--- src/rtl/multichannel_exponential_slew_macros.svh ---
// assertion macros used by the slew bank back end (msc_back)
// expects clk and rst_n in the scope of each use
`ifndef MULTICHANNEL_EXPONENTIAL_SLEW_MACROS_SVH
`define MULTICHANNEL_EXPONENTIAL_SLEW_MACROS_SVH

// condition holds on every edge out of reset
`define MSC_ASSERT_ALWAYS(lbl, cond, msg) \
  lbl: assert property (@(posedge clk) disable iff (!rst_n) (cond)) else $error(msg);

// same-cycle implication
`define MSC_ASSERT_IMP(lbl, ante, cons, msg) \
  lbl: assert property (@(posedge clk) disable iff (!rst_n) (ante) |-> (cons)) else $error(msg);

`endif

--- src/rtl/msc_pkg.sv ---
// types, codes and the root table for the multichannel exponential slew bank
// no dependencies
package msc_pkg;

  localparam logic [2:0] KIND_DECL = 3'd0;
  localparam logic [2:0] KIND_SET  = 3'd1;
  localparam logic [2:0] KIND_GET  = 3'd2;
  localparam logic [2:0] KIND_TICK = 3'd3;
  localparam logic [2:0] KIND_REL  = 3'd4;

  localparam int QDEPTH = 2;
  localparam logic [26:0] LOG2_100_Q24 = 27'd111465410;
  localparam logic [30:0] ONE_Q30 = 31'h4000_0000;

  typedef enum logic [2:0] {
    OP_DECL, OP_SET, OP_GET, OP_TICK, OP_REL, OP_NOP
  } op_t;

  typedef enum logic [3:0] {
    S_IDLE, S_CMD, S_GETR, S_TRD, S_TCHK, S_DIV, S_POW, S_SHR, S_MAG, S_APPLY
  } st_t;

  typedef struct packed {
    op_t                op;
    logic               ch_ok;
    logic [3:0]         chan;
    logic signed [31:0] number;
    logic [25:0]        slew;
    logic [19:0]        dt;
  } cmd_t;

  typedef logic [16:0][30:0] root_tab_t;

  function automatic logic [63:0] isqrt64(input logic [63:0] x);
    logic [63:0] v;
    logic [63:0] res;
    logic [63:0] bit_w;
    v     = x;
    res   = '0;
    bit_w = 64'd1 << 62;
    for (int i = 0; i < 32; i++) begin
      if (v >= res + bit_w) begin
        v   = v - (res + bit_w);
        res = (res >> 1) + bit_w;
      end else begin
        res = res >> 1;
      end
      bit_w = bit_w >> 2;
    end
    return res;
  endfunction

  // 2^(-2^-j) in q30, each entry the floored root of the one before
  function automatic root_tab_t build_root_tab();
    root_tab_t t;
    logic [63:0] s;
    t[0] = 31'h2000_0000;
    for (int j = 1; j <= 16; j++) begin
      s    = isqrt64({33'd0, t[j-1]} << 30);
      t[j] = s[30:0];
    end
    return t;
  endfunction

  localparam root_tab_t ROOT_TAB = build_root_tab();

endpackage

--- src/rtl/msc_front.sv ---
// front end: takes input beats, decodes the kind and drops items that do nothing
// depends on msc_pkg
module msc_front #(
  parameter int NUM_CHANNELS = 16
) (
  input  logic          in_tvalid,
  output logic          in_tready,
  input  logic [87:0]   in_tdata,
  input  logic [2:0]    in_tuser,
  input  logic          q_full,
  output logic          q_push,
  output msc_pkg::cmd_t q_cmd
);
  import msc_pkg::*;

  logic [3:0] chan;
  logic       ch_ok;
  logic [19:0] dt;
  op_t        op;

  assign chan  = in_tdata[3:0];
  assign dt    = in_tdata[81:62];
  assign ch_ok = (int'(chan) < NUM_CHANNELS);

  always_comb begin
    unique case (in_tuser)
      KIND_DECL: op = ch_ok ? OP_DECL : OP_NOP;
      KIND_SET:  op = ch_ok ? OP_SET : OP_NOP;
      KIND_GET:  op = OP_GET;
      KIND_TICK: op = (dt != '0) ? OP_TICK : OP_NOP;
      KIND_REL:  op = OP_REL;
      default:   op = OP_NOP;
    endcase
  end

  assign in_tready = !q_full;
  assign q_push    = in_tvalid && !q_full && (op != OP_NOP);

  always_comb begin
    q_cmd.op     = op;
    q_cmd.ch_ok  = ch_ok;
    q_cmd.chan   = chan;
    q_cmd.number = in_tdata[35:4];
    q_cmd.slew   = in_tdata[61:36];
    q_cmd.dt     = dt;
  end

endmodule

--- config.mk ---
export PLATFORM = sky130hd
export DESIGN_NAME = msc_front
export DESIGN_NICKNAME = d
export VERILOG_FILES = /design/src/rtl/multichannel_exponential_slew_macros.svh /design/src/rtl/msc_pkg.sv /design/src/rtl/msc_front.sv
export SDC_FILE = /design/constraint.sdc
export NUM_CORES = 1
export LEC_CHECK = 0
export BUFFER_PORTS_ARGS = -buffer_cell sky130_fd_sc_hd__buf_2
export CAP_MARGIN = 30
export CORE_ASPECT_RATIO = 1.75
export CORE_MARGIN = 8
export CORE_UTILIZATION = 23
export DETAILED_ROUTE_END_ITERATION = 10
export GPL_ROUTABILITY_DRIVEN = 0
export PLACE_DENSITY_LB_ADDON = 0.15
export SYNTH_ARGS = -nofsm -noshare
export SYNTH_HDL_FRONTEND = slang
export SYNTH_SLANG_ARGS = --single-unit
--- constraint.sdc ---
create_clock -name vclk -period 0.91
set_input_delay 0 -clock vclk [all_inputs]
set_output_delay 0 -clock vclk [all_outputs]
set_load 0.1 [all_outputs]
# ---- Yosys cells after proc, flatten, opt, wreduce, memory -nomap -nowiden
# Cells that the tools add are included.
# W data, S select, Z words.
dict set report word_totals {
  ff_bits 0
  inputBits 93
  out_inout_bits 88
  word_cells 12
}
dict set report op_classes {
  eq_ne 5
  n_mux 2
  n_reduce_logical 5
}
# cell n
set ops {}
lappend ops {{$reduce_bool A20 Y1} 1}
lappend ops {{$pmux W3 S5} 1}
lappend ops {{$eq A3 B2 Y1 const B} 2}
lappend ops {{$eq A3 B1 Y1 const B} 1}
lappend ops {{$eq A3 B3 Y1 const B} 1}
lappend ops {{$logic_not A3 Y1} 1}
lappend ops {{$mux W3} 1}
lappend ops {{$ne A3 B3 Y1 const B} 1}
lappend ops {{$logic_and A1 B1 Y1} 2}
lappend ops {{$logic_not A1 Y1} 1}

# ---- Depth between registers and ports, before layout
dict set report logic_depth {
  depth_word 5
  depth_mapped 3
  depth_no_buf 3
}

# ---- Least setup slack after synthesis
# No wires, ideal clock.
dict set report synth_path {
  path_type {input-to-output}
  from {input q_full}
  to {output q_push}
  arrival_ns 2.305
  required_ns 0.910
  path_slack_ns -1.395
  stages 3
  n_path_buf 0
  path_cell_list {inv_1 -> nand3_1 -> a31oi_1}
}
dict set report synth_via {
  elab_chain_cells 3
}
# element line_no
set synth_lines {}
lappend synth_lines {{start: declaration} msc_front.sv:10} ;# input logic q_full,
lappend synth_lines {{$logic_not A1 Y1} msc_front.sv:37} ;# assign q_push = in_tvalid && !q_full && (op != OP_NOP);
lappend synth_lines {{$logic_and A1 B1 Y1 (2 in a row)} msc_front.sv:37}
lappend synth_lines {{end: declaration} msc_front.sv:11} ;# output logic q_push,
# Every way passes these cells.

==> impl_results.md <==
* Peak Freq at 811.3 MHz
* DR pass1 iterations at 2
* Number of global-route vias before repair at 560
* Hold/Removal Path Class: in2out
* Finished Core Util at 20.19%
* Crit path max fanout at 3
* CP startpoint kind: input port
* Die X-Extent at about 58 um
* CP arrival at roughly 1.2 ns
* PnR worst setup slack at -0.3226 ns
* Io pins at ~180
* # diodes at 0
* Xor and xnor area share after synthesis at 0%
* Largest family of logic cells by synthesized area: buffers and inverters
* Warnings, synthesis at 0
* Final setup viols at 3
* Clock buffers at 0
* Antenna violations before repair at 0
* Worst vdd ir at around 0.32 mV
* Syn Area/Cell at 7.343 sq um
* Fill cell count at roughly 340
* Most frequent cells in the layout: buf_2, buf_4, buf_12
* Crit path time final at roughly 1.2 ns
* Final Hold Fails at 0
* Die Height at roughly 90 um
* Via count at slightly below 500
* Complex-gate fraction of the synthesized area at under 10%
* Commonest non-fill, non-tap cell in the layout: buf_2
* Gate Count Post-Synth at 99
* Sequential cells at 0
* Crit. End Element: output pin
* Pint at between 0.15 and 0.2 mW
* Power density over the cells at 1111 mW/mm^2
* Nets at approximately 170
* Core Footprint at about 0.0031 sq mm
* CP Data Required Time at roughly 0.91 ns
* Overflow after GRT at 0
* Input/output buffers at 50
* Row count at 27
* Residual DRC at 0
* Via/cell ratio at around 4.1
* First-pass GRT wire length at 2587 um
* RSZ-0062 raised after global routing: true
* Final setup TNS at -0.8900 ns
* Area Overhead vs Synth at -14.63%
* Max cap viols at 0
* Final cell count without fillers at 117
* Reg power frac at 0%
* Share of layout cells above drive strength 1 at ~90%
* Part of the power in the clock network at 0%
* Synth Area in Adders at 0%
* Hold-fix buffers at CTS at 0
* Combinational power share at between 90% and 100%
* Failing checks: setup timing
* Pin count of the biggest net entering global routing at 5
* CP max stage delay at about 0.54 ns
* # placed instances at 116
* Sw Ratio at between 70% and 80%
* Status: finished, violations left
* Die area at 0.005286 sq mm
* CP Class: in2out
* Mapped Area at 726.9 sq um
* Leak pwr at between 0.3 and 0.4 nW
* Simple-Gate Fraction of Synth Area at just under 9%
* DRT Wirelength at roughly 1800 um
* Reg area at 0 sq um
* DP Wirelength at 1592 um
* Fin crit share at 135.5%
* Final ANT Viol Nets at 0
* Ordered cell list for the critical path: buf_6 > or4b_4 > nor3_4 > a31o_4 > buf_12
* Slowest CP cell: or4b_4
* Avg WL per Cell at between 15 and 20 um
* NetSw at approximately 0.54 mW
* Syn nets at roughly 190
* Initial Util at between 20% and 30%
* Fin. max-slew vios at 0
* Initial drt markers at 1
* Synth cell types at 15
* Mux contribution to synthesized area at 0%
* GRT Util Overall at around 6%
* Post-synthesis sequential area ratio at 0%
## cells in the mapped netlist
| master | n | area share (%) |
|---|---|---|
| buf_4 | 83 | 86 |
| nor4_1 | 3 | 2.6 |
| a21o_1 | 1 | 1.0 |
| a21oi_1 | 1 | 0.69 |
| a31o_1 | 1 | 1.2 |
| a31oi_1 | 1 | 0.86 |
| and4_1 | 1 | 1.2 |
| conb_1 | 1 | 0.52 |
| inv_1 | 1 | 0.52 |
| nand2b_1 | 1 | 0.86 |
| nand3_1 | 1 | 0.69 |
| nor3_1 | 1 | 0.69 |
| nor3_2 | 1 | 1.4 |
| o21ai_1 | 1 | 0.69 |
| or4b_1 | 1 | 1.4 |
## cells by family (layout without fill, tap and decap cells)
| family | Yosys count | count (layout) |
|---|---|---|
| compound gates | 5 | 5 |
| buf+inv | 84 | 59 |
| simple gates | 9 | 9 |
| other cells | 1 | 1 |
## layout make-up
class,count,area [sq um],share of cell area (%)
Inverter,1,7.507,1.210
Tap cell,43,53.80,8.669
Timing Repair Buffer,58,399.1,64.31
Multi-Input combinational cell,15,160.2,25.81
## worst max-delay path: cells and delay by family
| family | cells | cell delay [ns] |
|---|---|---|
| AND/OR/NAND/NOR | 2 | 0.77 |
| buffers and inverters | 2 | 0.26 |
| AO/OA/AOI/OAI | 1 | 0.21 |
## routing by layer
layer  up-vias  GRT usage, %  wire length [um]
li1        181             -                 -
met1       202         3.971               508
met2        72         9.815               790
met3        26         4.422               331
met4         0         4.938               140
met5         -             0                 0
## power by group through the flow
stage               logic [mW]  clock network (mW)  registers (mW)
CTS                      0.696                   0               0
detailed placement       0.668                   0               0
global placement         0.668                   0               0
global route             0.710                   0               0
floorplan                 1.84                   0               0
finish                   0.690                   0               0
## stage by stage
stage / cell area (sq um) / total power [mW] / worst slack [ns] / hold slack (ns)
final: 620.6 / 0.6895 / -0.3226 / 0.00003637
after global routing: 620.6 / 0.7097 / -0.3617 / 0.0001477
after floorplan: 775.7 / 1.840 / -0.2650 / 0.2115
after detailed placement: 554.3 / 0.6683 / -0.4873 / 0.0006813
after CTS: 620.6 / 0.6958 / -0.3261 / 0.0006813
after global placement: 554.3 / 0.6678 / -0.4760 / 0.0006813
## timing repair
action	CTS	global route
gates cloned	0	0
pin swaps	3	1
setup buffers	1	0
endpoints found under the hold margin	0	0
setup endpoints to repair	3	3
gates resized for setup	13	0
## path summary, 6_finish.rpt
| path | from | to | slack, ns | depth (start not counted) |
|---|---|---|---|---|
| max | in_tdata[63] | q_cmd[85] | -0.32 | 5 |
| min | in_tdata[39] | q_cmd[23] | 0.00004 | 0 |
No activity file was read; power rests on OpenSTA's default activity.
