## src/rtl/multichannel_exponential_slew_macros.svh

```systemverilog
// assertion macros used by the slew bank back end (msc_back)
// expects clk and rst_n in the scope of each use
`ifndef MULTICHANNEL_EXPONENTIAL_SLEW_MACROS_SVH
`define MULTICHANNEL_EXPONENTIAL_SLEW_MACROS_SVH

// condition holds on every edge out of reset
`define MSC_ASSERT_ALWAYS(lbl, cond, msg) \
  lbl: assert property (@(posedge clk) disable iff (!rst_n) (cond)) else $error(msg);

// same-cycle implication
`define MSC_ASSERT_IMP(lbl, ante, cons, msg) \
  lbl: assert property (@(posedge clk) disable iff (!rst_n) (ante) |-> (cons)) else $error(msg);

`endif

```

## src/rtl/msc_pkg.sv

```systemverilog
// types, codes and the root table for the multichannel exponential slew bank
// no dependencies
package msc_pkg;

  localparam logic [2:0] KIND_DECL = 3'd0;
  localparam logic [2:0] KIND_SET  = 3'd1;
  localparam logic [2:0] KIND_GET  = 3'd2;
  localparam logic [2:0] KIND_TICK = 3'd3;
  localparam logic [2:0] KIND_REL  = 3'd4;

  localparam int QDEPTH = 2;
  localparam logic [26:0] LOG2_100_Q24 = 27'd111465410;
  localparam logic [30:0] ONE_Q30 = 31'h4000_0000;

  typedef enum logic [2:0] {
    OP_DECL, OP_SET, OP_GET, OP_TICK, OP_REL, OP_NOP
  } op_t;

  typedef enum logic [3:0] {
    S_IDLE, S_CMD, S_GETR, S_TRD, S_TCHK, S_DIV, S_POW, S_SHR, S_MAG, S_APPLY
  } st_t;

  typedef struct packed {
    op_t                op;
    logic               ch_ok;
    logic [3:0]         chan;
    logic signed [31:0] number;
    logic [25:0]        slew;
    logic [19:0]        dt;
  } cmd_t;

  typedef logic [16:0][30:0] root_tab_t;

  function automatic logic [63:0] isqrt64(input logic [63:0] x);
    logic [63:0] v;
    logic [63:0] res;
    logic [63:0] bit_w;
    v     = x;
    res   = '0;
    bit_w = 64'd1 << 62;
    for (int i = 0; i < 32; i++) begin
      if (v >= res + bit_w) begin
        v   = v - (res + bit_w);
        res = (res >> 1) + bit_w;
      end else begin
        res = res >> 1;
      end
      bit_w = bit_w >> 2;
    end
    return res;
  endfunction

  // 2^(-2^-j) in q30, each entry the floored root of the one before
  function automatic root_tab_t build_root_tab();
    root_tab_t t;
    logic [63:0] s;
    t[0] = 31'h2000_0000;
    for (int j = 1; j <= 16; j++) begin
      s    = isqrt64({33'd0, t[j-1]} << 30);
      t[j] = s[30:0];
    end
    return t;
  endfunction

  localparam root_tab_t ROOT_TAB = build_root_tab();

endpackage

```

## src/rtl/msc_queue.sv

```systemverilog
// short command queue between front end and execution back end
// depends on msc_pkg
module msc_queue (
  input  logic          clk,
  input  logic          rst_n,
  input  logic          push,
  input  msc_pkg::cmd_t wr_cmd,
  output logic          full,
  input  logic          pop,
  output logic          not_empty,
  output msc_pkg::cmd_t rd_cmd
);
  import msc_pkg::*;

  localparam int PW = (QDEPTH > 1) ? $clog2(QDEPTH) : 1;
  localparam logic [PW:0] DEPTH_C = (PW + 1)'(QDEPTH);
  localparam logic [PW-1:0] LAST_C = PW'(QDEPTH - 1);

  cmd_t          mem_r [QDEPTH];
  logic [PW-1:0] wp_r, wp_nxt, rp_r, rp_nxt;
  logic [PW:0]   cnt_r, cnt_nxt;
  logic          do_push, do_pop;

  assign full      = (cnt_r == DEPTH_C);
  assign not_empty = (cnt_r != '0);
  assign do_push   = push && !full;
  assign do_pop    = pop && not_empty;
  assign rd_cmd    = mem_r[rp_r];

  always_comb begin
    wp_nxt  = do_push ? ((wp_r == LAST_C) ? '0 : wp_r + 1'b1) : wp_r;
    rp_nxt  = do_pop ? ((rp_r == LAST_C) ? '0 : rp_r + 1'b1) : rp_r;
    cnt_nxt = cnt_r + (PW + 1)'(do_push) - (PW + 1)'(do_pop);
  end

  always_ff @(posedge clk) begin
    if (!rst_n) begin
      wp_r  <= '0;
      rp_r  <= '0;
      cnt_r <= '0;
    end else begin
      wp_r  <= wp_nxt;
      rp_r  <= rp_nxt;
      cnt_r <= cnt_nxt;
    end
  end

  always_ff @(posedge clk) begin
    if (do_push) begin
      mem_r[wp_r] <= wr_cmd;
    end
  end

endmodule

```

## config.mk

```make
export PLATFORM = sky130hd
export DESIGN_NAME = msc_queue
export DESIGN_NICKNAME = d
export VERILOG_FILES = /design/src/rtl/multichannel_exponential_slew_macros.svh /design/src/rtl/msc_pkg.sv /design/src/rtl/msc_queue.sv
export SDC_FILE = /design/constraint.sdc
export NUM_CORES = 1
export LEC_CHECK = 0
export BUFFER_PORTS_ARGS = -buffer_cell sky130_fd_sc_hd__buf_4
export CAP_MARGIN = 0
export CORE_AREA = 2 2 119 121
export DETAILED_ROUTE_END_ITERATION = 10
export DIE_AREA = 0 0 121 123
export PLACE_DENSITY = 0.84
export SLEW_MARGIN = 25
export SYNTH_ARGS = -nofsm -noshare
export SYNTH_HDL_FRONTEND = slang
export SYNTH_SLANG_ARGS = --single-unit
```

## constraint.sdc

```tcl
create_clock -name clk -period 8.6 [get_ports clk]
set_clock_uncertainty 0.1 [all_clocks]
set_input_delay 0.43 -clock clk [delete_from_list [all_inputs] [get_ports clk]]
set_output_delay 0.43 -clock clk [all_outputs]
set_load 0.05 [all_outputs]
```

After elaboration in Yosys (flattened, before gate mapping)
Memory sizes are Yosys's and may differ from the RTL's. A register that Yosys moved wholly into a read port is not among the register bits.
Cells that the tools add are included.
- add/sub/neg operators: 4
- $mul: 0
- divide/modulo/power cells: 0
- order comparisons: 0
- eq/ne operators: 1
- shift-type cells: 0
- multiplexer cells: 6
- bitwise gates (word level): 0
- reductions and logical operators: 4
- operators by type and width (operator ; count):
    $mux W1 ; 6
    $add A1 B1 Y1 const B ; 2
    $add A2 B1 Y2 ; 1
    $eq A2 B2 Y1 const B ; 1
    $logic_and A1 B1 Y1 ; 2
    $reduce_bool A2 Y1 ; 1
    $sub A2 B1 Y2 ; 1
    $logic_not A1 Y1 ; 1
- bits in registers: 4
- bits in latches: 0
- RAM bits: 172
- ROM bits: 0
- input bits: 90
- memories: 1
- memory list (memory ; words ; width ; rd ports ; clocked after Yosys merged registers in ; wr ports ; line ; source):
    mem_r ; 2 ; 86 ; 1 ; 1 ; 1 ; msc_queue.sv:19 ; cmd_t mem_r [QDEPTH];

Longest topological paths before layout
Gate-level depths: netlist (run 1).
- depth after elaboration: 5
- depth in mapped cells: 8
- depth with buffers taken out: 8

Least setup slack after synthesis (run 1)
No wires, ideal clock.
- path kind: register -> register
- from: register cnt_r[0]
- to: memory mem_r[0][0] (netlist bit) (enable)
- data arrival time: 4.165 ns
- required time: 7.969 ns
- path slack: 3.804 ns
- cell stages (with the launch flop): 4
- buffers on the path: 0
- cells stage by stage: dfxtp_1 nand2b_1 nand2_1 nor2_1
- word-level cells in the longest chain between the ends: 5
- ends and longest elaborated chain (element ; line ; source):
    start, declared ; msc_queue.sv:21 ; logic [PW:0] cnt_r, cnt_nxt;
    start signal, assigned ; msc_queue.sv:44 ; cnt_r <= cnt_nxt;
    $eq A2 B2 Y1 ; msc_queue.sv:24 ; assign full = (cnt_r == DEPTH_C);
    $logic_not A1 Y1 ; msc_queue.sv:26 ; assign do_push = push && !full;
    $logic_and A1 B1 Y1 ; msc_queue.sv:26 ;
    $mux W1 ; msc_queue.sv:49 ; if (do_push) begin
    $mux W1 (not written as such) ; msc_queue.sv:50 ; mem_r[wp_r] <= wr_cmd;
    end, declared ; msc_queue.sv:19 ;
Every way passes these cells.

==> results of run 1 <==
power by group:
part	internal [mW]	leakage, nW	switching [mW]	total (mW)
registers	1.11	1.65	0.0632	1.18
logic	0.433	1.42	0.792	1.22
clock network	0.454	0.279	0.306	0.760
total	2.00	3.35	1.16	3.16
worst max path at each step:
stage                                  endpoint           startpoint  cells after the start  slack, ns
after floorplan           mem_r[0][0]$_DFFE_PP_  cnt_r[0]$_SDFF_PN0_                      3       3.80
after global placement    mem_r[0][6]$_DFFE_PP_                 push                      4       5.87
after detailed placement             rd_cmd[80]             register                      3       5.95
after CTS                            rd_cmd[80]             register                      3       5.47
after global routing                 rd_cmd[80]             register                      3       5.40
final                                rd_cmd[80]             register                      3       5.53
Yosys cell counts:
master	n	area, µm²
sky130_fd_sc_hd__buf_8	1	15.0
sky130_fd_sc_hd__nand2b_1	2	12.5
sky130_fd_sc_hd__o21a_1	1	7.51
sky130_fd_sc_hd__and2_1	2	12.5
sky130_fd_sc_hd__mux2_2	46	518
sky130_fd_sc_hd__or2_2	1	6.26
sky130_fd_sc_hd__inv_1	3	11.3
sky130_fd_sc_hd__mux2i_1	1	10.0
sky130_fd_sc_hd__buf_12	4	80.1
sky130_fd_sc_hd__mux2_4	40	601
sky130_fd_sc_hd__dfxtp_1	5	100
sky130_fd_sc_hd__ha_1	2	25.0
sky130_fd_sc_hd__nand2_1	2	7.51
sky130_fd_sc_hd__buf_2	4	20.0
sky130_fd_sc_hd__and3_1	1	6.26
sky130_fd_sc_hd__xor2_1	1	8.76
sky130_fd_sc_hd__buf_6	1	11.3
sky130_fd_sc_hd__nor3_1	1	5.00
sky130_fd_sc_hd__nor2_1	4	15.0
sky130_fd_sc_hd__xnor2_1	1	8.76
sky130_fd_sc_hd__edfxtp_1	172	5160
layer usage:
| layer | vias up | routed length, µm |
|---|---|---|
| met5 | - | 0 |
| met4 | 0 | 254 |
| met3 | 22 | 902 |
| met2 | 148 | 5990 |
| met1 | 1640 | 4730 |
| li1 | 1538 | - |
layout make-up:
| class | instances | area, µm² |
|---|---|---|
| clock buffers | 17 | 425 |
| inverters | 3 | 11.3 |
| repair buffers | 181 | 1380 |
| flip-flops and latches | 177 | 5270 |
| fillers | 947 | 4880 |
| clock inverters | 15 | 168 |
| well taps | 180 | 225 |
| multi-input cells | 105 | 1260 |
state kept, by name (all words and copies together) (netlist names), named ones only:
register  cells
wp_r          1
cnt_r         2
mem_r       172
rp_r          1
logic make-up (layout without fill, tap and decap cells):
logic type	after synthesis	after routing	synth area share
simple gates	13	13	0.00979
mux	87	87	0.170
xor+xnor	2	2	0.00264
compound gates	1	1	0.00113
flops	177	177	0.792
fa+ha+maj	2	2	0.00376
buf+inv	13	216	0.0207
stage by stage:
step	util	instances	cell area [µm²]
floorplan	-	295	6650
global placement	0.596	645	8110
detailed placement	0.598	646	8140
CTS	0.642	678	8730
global route	0.642	678	8730
finish	0.642	678	8730
==> run summary, run 1 <==
The met3 routing resource usage after global routing came out at 0.0600. The sequential cell area fraction in the yosys report came out at 0.792. The maximum number of pins on one net before global-route repair is 50. Setup repair after global routing left no endpoint under its margin.

The number of nets in the final layout is 577. The worst-path maximum fanout came out at 46. The wire length of the first global-routing pass is 17.6 mm. After synthesis the cells add up to 6650 µm².

The nature of the critical path endpoint is an output pin. The pre-CTS worst setup slack is 5.95 ns. Clock tree synthesis found a total of 177 sinks.

The post-detailed-route wirelength per cell is 17.5 µm. By instance count, the cell type seen most on the critical path is sky130_fd_sc_hd__buf_4. The endpoint identified for the worst register-to-register timing path is mem_r[0][61]$_DFFE_PP_. The final critical delay including setup and external delays came out at 3.07 ns. Clock-pin slew was measured on the worst setup and hold paths at 0.06 ns. Setup slack closes at 5.53 ns. The number of antenna diodes in the final layout is 0.

The flow ran to the end, and the final reports show no timing, DRC or antenna violations. The number of cells traversed by the worst register-to-register path came out at 4. CTS built an H-tree with a depth of 4.

In this run the static leakage power is 3.35 nW. In this run the worst hold path is classified as primary input to register. The placeable core region came out at 13600 µm². On the critical path, the stage with the largest delay is an instance of sky130_fd_sc_hd__buf_4.

For met2 alone, demand over resource in global routing was 0.273. The max capacitance violation total came out at 0. The initial utilization of the core area, before any placement, comes to 0.488.

The number of resized instances in the post-cts repair step is 0. The total number of vias is 3348. The worst register-to-register path begins at cnt_r[0]$_SDFF_PN0_. The layout overhead on the synthesized area came out at 31.4%. The total routed wirelength came out at 11.9 mm. The count of nets left with antenna violations once routing finished came out at 0. The die width is 121 µm. Based on the critical path, the design can be clocked at up to 326 MHz.

After clock tree synthesis, the flow added hold-fix buffers numbering 0. The first-pass iteration count of the detailed router is 4. Measured against its own limit, the worst slew margin works out to 0.472. The setup slack on the worst flop-to-flop path came out at 6.27 ns. Summed over all layers, the global routing overflow is 0. The number of buffer cells added on primary ports is 177. The global routing usage summed across all routing layers came out at 0.162.

The final setup TNS is 0 ns. In the final layout, the share of cells above drive strength 1 is 0.600. The share of the clock period used by the worst path after layout is 0.357. The total of endpoints with negative setup slack in the final report came out at 0. The count of cells along the worst hold path came out at 1. The worst voltage drop across the vdd grid is 0.229 mV. At the end of routability-driven placement, the weighted congestion stood at 0.685. The launching element type of the critical path is a register. The peak per-stage delay on the critical path is 0.72 ns. CTS placed an instance of sky130_fd_sc_hd__clkbuf_16 at the clock tree root.

The number of max-slew violations in the final report is 0. Once the clock tree was built, the setup fixing pass inserted 0 buffers. The leading cell type in the layout, fill and taps excluded is sky130_fd_sc_hd__buf_4. The number of clock buffers added by TritonCTS is 17. The post-synthesis cell count came out at 295. The buffering stage count on the worst path with inverters included came out at 2. For this design the top-level I/O count stands at 178. The sum of net half-perimeters after detailed placement came out at 7.94 mm. The final-report hold violation count came out at 0. Synthesis instantiated 21 different standard cells from the library. The total nets after synthesis came out at 387. The number of design rule violations left after detail routing is 0. met2 is the most crowded layer.

For hold timing, the worst endpoint is mem_r[0][20]$_DFFE_PP_. The die is 123 µm tall. The average via count per standard cell is 4.94. By startpoint and endpoint, the worst setup path is classified as register to output pin. The completed layout was analyzed and its total power is 3.16 mW. The die covers 14900 µm². The later-pin clock latency in the skew report came out at 0.42 ns. In the global route stage, met1 resource usage came out at 0.184. The number of antenna violations at the first check in global routing is 0. At the worst endpoint, the arrival time is 2.54 ns. In this run the core area contains 43 standard-cell rows. The synthesized design contains 177 register bits. The warning count from the yosys run came out at 0.

The required time at the worst-slack endpoint came out at 8.07 ns. The maximum buffer depth of the clock tree is 2. On the final layout, the worst hold slack is 0.0909 ns. The starting DRC count in detailed routing is 168.

The synthesized area per cell is 22.5 µm². The kind of cell with the highest combined delay on the critical path is buffers and inverters. TritonCTS built the clock tree.

The hold path startpoint is wr_cmd[20]. Walking the worst path, the cells encountered are buf_4 -> mux2_2 -> buf_4. The via count of the first global-routing pass is 3466. Dividing total power by cell area gives a power density of 362 nW/µm². The actual slew at the worst max-slew pin came out at 0.792 ns. In the layout the commonest cells are sky130_fd_sc_hd__buf_4 (180), sky130_fd_sc_hd__edfxtp_1 (172), sky130_fd_sc_hd__mux2_2 (46).
Note: power is estimated with default switching activity, not from simulation.
==> inputs of run 2 (changes only) <==
CORE_AREA = 2 2 122 124   (was 2 2 119 121)
DIE_AREA = 0 0 124 126   (was 0 0 121 123)
clock period = 2.8 ns   (was 8.6 ns; I/O delays follow)
==> run 2 against run 1 <==
Wire length grew 12%. Sequential power rose to 3.1 times the previous value. Sequential share of layout area down 5.7 points. Largest power group unchanged. Non-clock buffer count increased by 88. Design area increased by 10%. Worst setup slack lost 4.9 ns. First-iteration DRC count grew 38%. Die area increased by 5.0%. Clock power rose to 3.0 times the previous value.
==> run summary, run 2 (same netlist as run 1, synthesis figures left out) <==
The multi-input combinational cell area is 1260 µm² (unchanged). The required time at the worst-slack endpoint is 2.56 ns (was 8.07 ns). The placeable core region came out at 14300 µm² (was 13600 µm²). The starting DRC count in detailed routing was 231 (was 168). The maximum buffer depth of the clock tree is 2 (unchanged). The leakage component of the power came to 3.72 nW (was 3.35 nW).

The share of the clock period used by the worst path after layout is 0.782. The wire length of the first global-routing pass came out at 20.1 mm (was 17.6 mm). The filler cell count in the final layout was 944 (was 947).

The clock-pin slew of the registers on the worst-case setup and hold paths came to 0.06 ns (about the same). The I/O pin total came out at 178 (unchanged). Registers with the most flip-flops: mem_r: 172 flops, cnt_r: 2 flops (unchanged).

The average via count per standard cell came to 4.77 (was 4.94). The worst slew margin relative to its limit is 0.658 (was 0.472). The starting utilization of the core area came out at 0.464 (was 0.488). The root buffer cell is sky130_fd_sc_hd__clkbuf_16 (unchanged).

The final weighted congestion in routability-driven placement came out at 0.690 (was 0.685). The total placed cells including tap cells came out at 651 (was 646). The number of levels the H-tree was split into came to 4 (unchanged).

The total of endpoints with negative setup slack in the final report is 0 (unchanged). The overall die area is 15600 µm² (was 14900 µm²). The later-pin clock latency in the skew report came to 0.42 ns (about the same). The fraction of final layout cells sized beyond drive strength 1 is 0.517 (was 0.600).

The worst setup path category is register to output pin (unchanged). The first-pass iteration count of the detailed router is 4 (unchanged). The worst path needs 2.19 ns of the cycle, external delays included. The final non-filler cell total was 771 (was 678). The number of nets in the final layout is 665 (was 577). The number of antenna violations at the first check in global routing is 1 (was 0). The TritonCTS clock tree was yes (unchanged). The layout overhead on the synthesized area is 45.0% (was 31.4%).

The final-report hold violation count came to 0 (unchanged). The sum of net half-perimeters after detailed placement is 7.65 mm (was 7.94 mm). The number of max-slew violations in the final report came out at 0 (unchanged). The actual slew at the worst max-slew pin is 0.512 ns (was 0.792 ns). The maximum number of pins on one net before global-route repair is 87 (was 50). The worst voltage drop across the vdd grid came out at 0.713 mV (was 0.229 mV).

Setup repair after global routing missed its margin: false (unchanged). Result of the run: finished clean (unchanged). The number of flip-flops in the largest register was 172 (unchanged). The row count is 44 (was 43). The global routing usage summed across all routing layers came out at 0.175 (was 0.162). The arrival time at the worst endpoint is 1.95 ns (was 2.54 ns). The number of setup buffers added after CTS is 0 (unchanged). The number of design rule violations left after detail routing came out at 0 (unchanged). The worst hold slack across all endpoints came out at 0.0625 ns (was 0.0909 ns). The leading cell type in the layout, fill and taps excluded is sky130_fd_sc_hd__buf_4 (unchanged).

The nature of the critical path endpoint is an output pin (unchanged). The register area came out at 5270 µm² (unchanged). The post-detailed-route wirelength per cell came to 17.2 µm (was 17.5 µm). The clock sink count is 177 (unchanged). The launching element type of the critical path is a register (unchanged). The register with the most flip-flops was mem_r (unchanged). The final setup TNS was 0 ns (unchanged). The number of clock buffers inserted by TritonCTS is 17 (unchanged). The die extent in y is 126 µm (was 123 µm). The number of buffer cells added on primary ports is 177 (unchanged). The max capacitance violation total is 0 (unchanged).

Top library cells by usage in the layout, fill and taps aside: sky130_fd_sc_hd__buf_4 (178), sky130_fd_sc_hd__edfxtp_1 (172), sky130_fd_sc_hd__dlygate4sd3_1 (87) (was sky130_fd_sc_hd__buf_4 (180), sky130_fd_sc_hd__edfxtp_1 (172), sky130_fd_sc_hd__mux2_2 (46)). The remaining antenna violation count is 0 (unchanged). The overall overflow remaining after global route is 0 (unchanged). The highest clock frequency the design can meet is 456 MHz. The via count of the first global-routing pass came out at 4029 (was 3466). The die width is 124 µm (was 121 µm). The power density over cell area came out at 1020 nW/µm² (was 362 nW/µm²). The total routed wirelength is 13.3 mm (was 11.9 mm). The total number of vias came to 3680 (was 3348). The class of the tightest hold or removal check is primary input to register (unchanged). The worst-path maximum fanout is 31 (was 46).
-- run 2: changes by cell type in the layout (fill, tap and decap cells not counted) --
cell / previous run / this run
sky130_fd_sc_hd__buf_12: 0 / 4
sky130_fd_sc_hd__clkinv_2: 1 / 2
sky130_fd_sc_hd__buf_4: 180 / 178
sky130_fd_sc_hd__clkinv_1: 4 / 1
sky130_fd_sc_hd__inv_8: 0 / 1
sky130_fd_sc_hd__inv_6: 1 / 3
sky130_fd_sc_hd__buf_16: 1 / 0
sky130_fd_sc_hd__diode_2: 0 / 1
sky130_fd_sc_hd__clkinvlp_4: 3 / 4
sky130_fd_sc_hd__clkinv_4: 3 / 2
sky130_fd_sc_hd__bufinv_16: 3 / 2
sky130_fd_sc_hd__dlygate4sd3_1: 0 / 87
-- run 2: where the power goes --
group / internal, mW / leakage (nW) / switching, mW / total [mW]
Clock: 1.32 / 0.276 / 0.977 / 2.30
Combinational: 1.44 / 1.80 / 2.47 / 3.90
Sequential: 3.42 / 1.65 / 0.190 / 3.61
Total: 6.18 / 3.72 / 3.63 / 9.81
-- run 2: worst paths after layout --
check,from,endpoint,slack [ns],cells after the start
worst max-delay path,register,rd_cmd[74],0.61,3
worst min-delay path,pop,rp_r$_SDFFE_PN0P_,0.06,4
worst max register to register,cnt_r[0]$_SDFF_PN0_,cnt_r[1]$_SDFF_PN0_,0.99,8
worst min register to register,rp_r$_SDFFE_PN0P_,rp_r$_SDFFE_PN0P_,0.43,2
-- run 2: per-stage QoR --
stage | power (mW) | area (µm²) | setup WS [ns] | util
2_1_floorplan | 6.50 | 6660 | 0.398 | -
3_3_place_gp | 7.40 | 8180 | 1.04 | 0.572
3_5_place_dp | 7.47 | 8180 | 0.988 | 0.572
4_1_cts | 9.88 | 9640 | 0.565 | 0.673
5_1_grt | 10.2 | 9640 | 0.503 | 0.674
6_report | 9.81 | 9640 | 0.609 | 0.674
-- run 2: critical path: stages (launching register included) --
cell and delay (ns):
sky130_fd_sc_hd__dfxtp_4 0.66, sky130_fd_sc_hd__buf_12 0.29, sky130_fd_sc_hd__mux2_2 0.36, sky130_fd_sc_hd__buf_4 0.19
-- run 2: layout make-up --
| type | count | area share |
|---|---|---|
| Clock inverter | 15 | 0.0165 |
| Tap cell | 184 | 0.0239 |
| Timing Repair Buffer | 269 | 0.237 |
| Clock buffer | 17 | 0.0441 |
| Multi-Input combinational cell | 105 | 0.130 |
| Inverter | 3 | 0.00117 |
| Antenna cell | 1 | 0.000260 |
| Sequential cell | 177 | 0.547 |
-- run 2: layer usage --
metal / vias up / GRT usage / part of all wire
met2: 131 / 0.308 / 0.53
li1: 1719 / - / -
met5: - / 0 / 0
met1: 1806 / 0.193 / 0.38
met4: 0 / 0.0800 / 0.021
met3: 24 / 0.0507 / 0.061
-- run 2: repair_timing --
action                    CTS  global route
gates resized for setup     0             0
hold buffers               87             0
hold endpoints to repair  177             0
==> inputs of run 3 (changes only) <==
ABC_AREA = 1   (was unset)
CORE_AREA = 2 2 119 121   (was 2 2 122 124)
DIE_AREA = 0 0 121 123   (was 0 0 124 126)
clock period = 2.16 ns   (was 2.8 ns; I/O delays follow)
==> run 3 against run 2 <==
Sequential power up 25%. First-iteration DRC count is 8.7% lower. Largest power group is now sequential cells. Worst setup slack worse by 0.45 ns. Cell count is 1.4% higher. Critical endpoint is now rd_cmd[27].
==> run summary, run 3 <==
The starting DRC count in detailed routing is 211 (was 231). The via count of the first global-routing pass came out at 4134 (was 4029). The final weighted congestion in routability-driven placement came to 0.713 (was 0.690). The leakage component of the power came to 3.77 nW (was 3.72 nW). The post-detailed-route wirelength per cell came out at 17.6 µm (was 17.2 µm).

The remaining antenna violation count is 0 (unchanged). The sum of net half-perimeters after detailed placement came out at 8.05 mm (was 7.65 mm). The warning count from the yosys run is 0 (unchanged).

Setup repair after global routing missed its margin: false (unchanged). The clock-pin slew of the registers on the worst-case setup and hold paths is 0.07 ns (was 0.06 ns). The worst-path maximum fanout is 40 (was 31). The total nets after synthesis is 398 (was 387). The I/O pin total came out at 178 (unchanged). The worst setup path category is register to output pin (unchanged). Registers with the most flip-flops: mem_r: 172 flops, cnt_r: 2 flops (unchanged). The highest layer used for signal routing is met4 (unchanged). The cell type with the largest total area after synthesis is sky130_fd_sc_hd__edfxtp_1 (unchanged). The root buffer cell is sky130_fd_sc_hd__clkbuf_16 (unchanged).

The average via count per standard cell was 4.86 (was 4.77). The nature of the critical path endpoint is an output pin (unchanged). The total routed wirelength came out at 13.8 mm (was 13.3 mm). The area share of the largest cell type after synthesis is 0.776 (was 0.777).

The wire length of the first global-routing pass came out at 20.2 mm (was 20.1 mm). The total number of vias came out at 3802 (was 3680). The mapped cell area came out at 6660 µm² (was 6650 µm²). The routed metal-1 wire length was 5.31 mm (was 5.09 mm). Top library cells by usage in the layout, fill and taps aside: sky130_fd_sc_hd__buf_4 (180), sky130_fd_sc_hd__edfxtp_1 (172), sky130_fd_sc_hd__dlygate4sd3_1 (89) (was sky130_fd_sc_hd__buf_4 (178), sky130_fd_sc_hd__edfxtp_1 (172), sky130_fd_sc_hd__dlygate4sd3_1 (87)). The share of flip-flops with an asynchronous set or reset after synthesis was 0 (unchanged). The number of levels the H-tree was split into came to 4 (unchanged). The global routing usage summed across all routing layers came out at 0.184 (was 0.175). The number of flops mapped to enable cells by yosys came to 172 (unchanged). The final setup TNS is 0 ns (unchanged).

The overall overflow remaining after global route is 0 (unchanged). The fraction of final layout cells sized beyond drive strength 1 came out at 0.513 (was 0.517). The total placed cells including tap cells is 661 (was 651).

Timing would allow up to 500 MHz. The starting utilization of the core area came out at 0.489 (was 0.464). The final non-filler cell total is 782 (was 771). The worst voltage drop across the vdd grid was 0.864 mV (was 0.713 mV). The TritonCTS clock tree is yes (unchanged). The die extent in y is 123 µm (was 126 µm).

The final-report hold violation count came out at 0 (unchanged). In the finished design, the share of the clock period the worst path needs comes to 0.925. The number of buffer cells added on primary ports came out at 177 (unchanged).

Most frequent cells after synthesis: sky130_fd_sc_hd__edfxtp_1 (172), sky130_fd_sc_hd__mux2_2 (46), sky130_fd_sc_hd__mux2_4 (40), sky130_fd_sc_hd__inv_1 (9), sky130_fd_sc_hd__nand2_1 (9) (was sky130_fd_sc_hd__edfxtp_1 (172), sky130_fd_sc_hd__mux2_2 (46), sky130_fd_sc_hd__mux2_4 (40), sky130_fd_sc_hd__dfxtp_1 (5)). The placeable core region is 13600 µm² (was 14300 µm²). The die width came out at 121 µm (was 124 µm). The actual slew at the worst max-slew pin came out at 0.392 ns (was 0.512 ns). The number of resized instances in the post-cts repair step is 0 (unchanged). The overall die area is 14900 µm² (was 15600 µm²). The worst slew margin relative to its limit is 0.738 (was 0.658).

The post-synthesis cell type count came out at 14 (was 21). The later-pin clock latency in the skew report came out at 0.42 ns (about the same). The number of design rule violations left after detail routing is 0 (unchanged). The layout overhead on the synthesized area was 46.1% (was 45.0%).

The wire length on met2 came out at 7.31 mm (was 7.10 mm). The arrival time at the worst endpoint came out at 1.79 ns (was 1.95 ns). The number of max-slew violations in the final report is 0 (unchanged). The number of clock buffers inserted by TritonCTS came out at 17 (unchanged). Top area cells in the synthesized netlist: sky130_fd_sc_hd__edfxtp_1 (78%), sky130_fd_sc_hd__mux2_4 (9.0%), sky130_fd_sc_hd__mux2_2 (7.8%) (unchanged). The register with the most flip-flops is mem_r (unchanged). The filler cell count in the final layout came out at 810 (was 944). The final critical delay including setup and external delays came out at 2.00 ns. The clock sink count is 177 (unchanged). The number of flip-flops in the largest register is 172 (unchanged). The required time at the worst-slack endpoint came out at 1.95 ns (was 2.56 ns). The number of antenna violations at the first check in global routing came to 0 (was 1). The maximum buffer depth of the clock tree is 2 (unchanged). The post-synthesis cell count is 306 (was 295). The most instantiated flip-flop cell in the synthesis netlist is sky130_fd_sc_hd__edfxtp_1 (unchanged).

The first-pass iteration count of the detailed router was 4 (unchanged). The power density over cell area came to 1250 nW/µm² (was 1020 nW/µm²). The most numerous cell in the Yosys netlist is sky130_fd_sc_hd__edfxtp_1 (unchanged).

The synthesized area per cell is 21.8 µm² (was 22.5 µm²). The sequential cell area fraction in the yosys report is 0.791 (was 0.792). The row count is 43 (was 44). The synthesis-stage register bit count is 177 (unchanged). The count of antenna diodes in the layout came out at 0 (was 1).

The leading cell type in the layout, fill and taps excluded was sky130_fd_sc_hd__buf_4 (unchanged). The number of nets in the final layout was 681 (was 665). The class of the tightest hold or removal check is primary input to register (unchanged). The launching element type of the critical path was a register (unchanged). The maximum number of pins on one net before global-route repair came out at 64 (was 87).

The met3 layer wire length in the routed design is 843 µm (was 809 µm). The max capacitance violation total was 0 (unchanged). Result of the run: finished clean (unchanged). The total of endpoints with negative setup slack in the final report is 0 (unchanged).
-- run 3: logic make-up (layout without fill, tap and decap cells) --
group	count (synthesis)	in the layout	synth area share
adders and majority gates	2	2	0.00376
muxes	86	86	0.168
DFF	177	177	0.791
buffers and inverters	19	315	0.0241
AOI/OAI and AO/OA	2	2	0.00150
and+or+nand+nor	20	20	0.0118
-- run 3: metrics by stage --
| step | instance area, µm² | setup slack (ns) | total power [mW] | hold WS [ns] | utilization |
|---|---|---|---|---|---|
| 2_1_floorplan | 6690 | -0.150 | 7.79 | 0.101 | - |
| 3_3_place_gp | 8240 | 0.552 | 8.87 | 0.193 | 0.605 |
| 3_5_place_dp | 8240 | 0.490 | 8.96 | 0.196 | 0.605 |
| 4_1_cts | 9720 | 0.150 | 12.2 | 0.288 | 0.714 |
| 5_1_grt | 9720 | 0.106 | 12.5 | 0.304 | 0.714 |
| 6_report | 9720 | 0.161 | 12.1 | 0.305 | 0.714 |
-- run 3: final cells by class --
cell class	instances	area (µm²)	area share
clock buffer	20	437	0.0449
sequential	177	5270	0.542
timing repair buffer	274	2340	0.241
clock inverter	12	156	0.0161
inverter	9	37.5	0.00386
multi-input combinational	110	1250	0.129
tap	180	225	0.0232
-- run 3: worst paths after layout --
kind	start	endpoint	slack (ns)	cells after the start
setup reg to reg	cnt_r[0]$_SDFF_PN0_	mem_r[0][53]$_DFFE_PP_	0.49	5
setup / recovery	register	rd_cmd[27]	0.16	3
hold / removal	wr_cmd[18]	mem_r[0][18]$_DFFE_PP_	0.31	2
hold reg to reg	rp_r$_SDFFE_PN0P_	rp_r$_SDFFE_PN0P_	0.41	2
-- run 3: report_power, final --
| part | total (mW) | internal, mW | switching, mW |
|---|---|---|---|
| registers | 4.53 | 4.36 | 0.168 |
| logic | 4.52 | 1.64 | 2.88 |
| clock network | 3.09 | 1.83 | 1.26 |
| total | 12.1 | 7.83 | 4.31 |
-- run 3: metal layers --
metal	track usage	vias up
li1	-	1754
met1	0.193	1870
met2	0.336	152
met3	0.0558	26
met4	0.0930	0
met5	0	-
-- run 3: repair_timing --
action	CTS	global route
hold endpoints to repair	177	0
hold buffers	89	0
setup buffers	0	0
-- run 3: critical path: stages, from the launching register on --
cell,delay [ns]
sky130_fd_sc_hd__dfxtp_4,0.46
sky130_fd_sc_hd__buf_12,0.27
sky130_fd_sc_hd__mux2_2,0.40
sky130_fd_sc_hd__buf_4,0.20
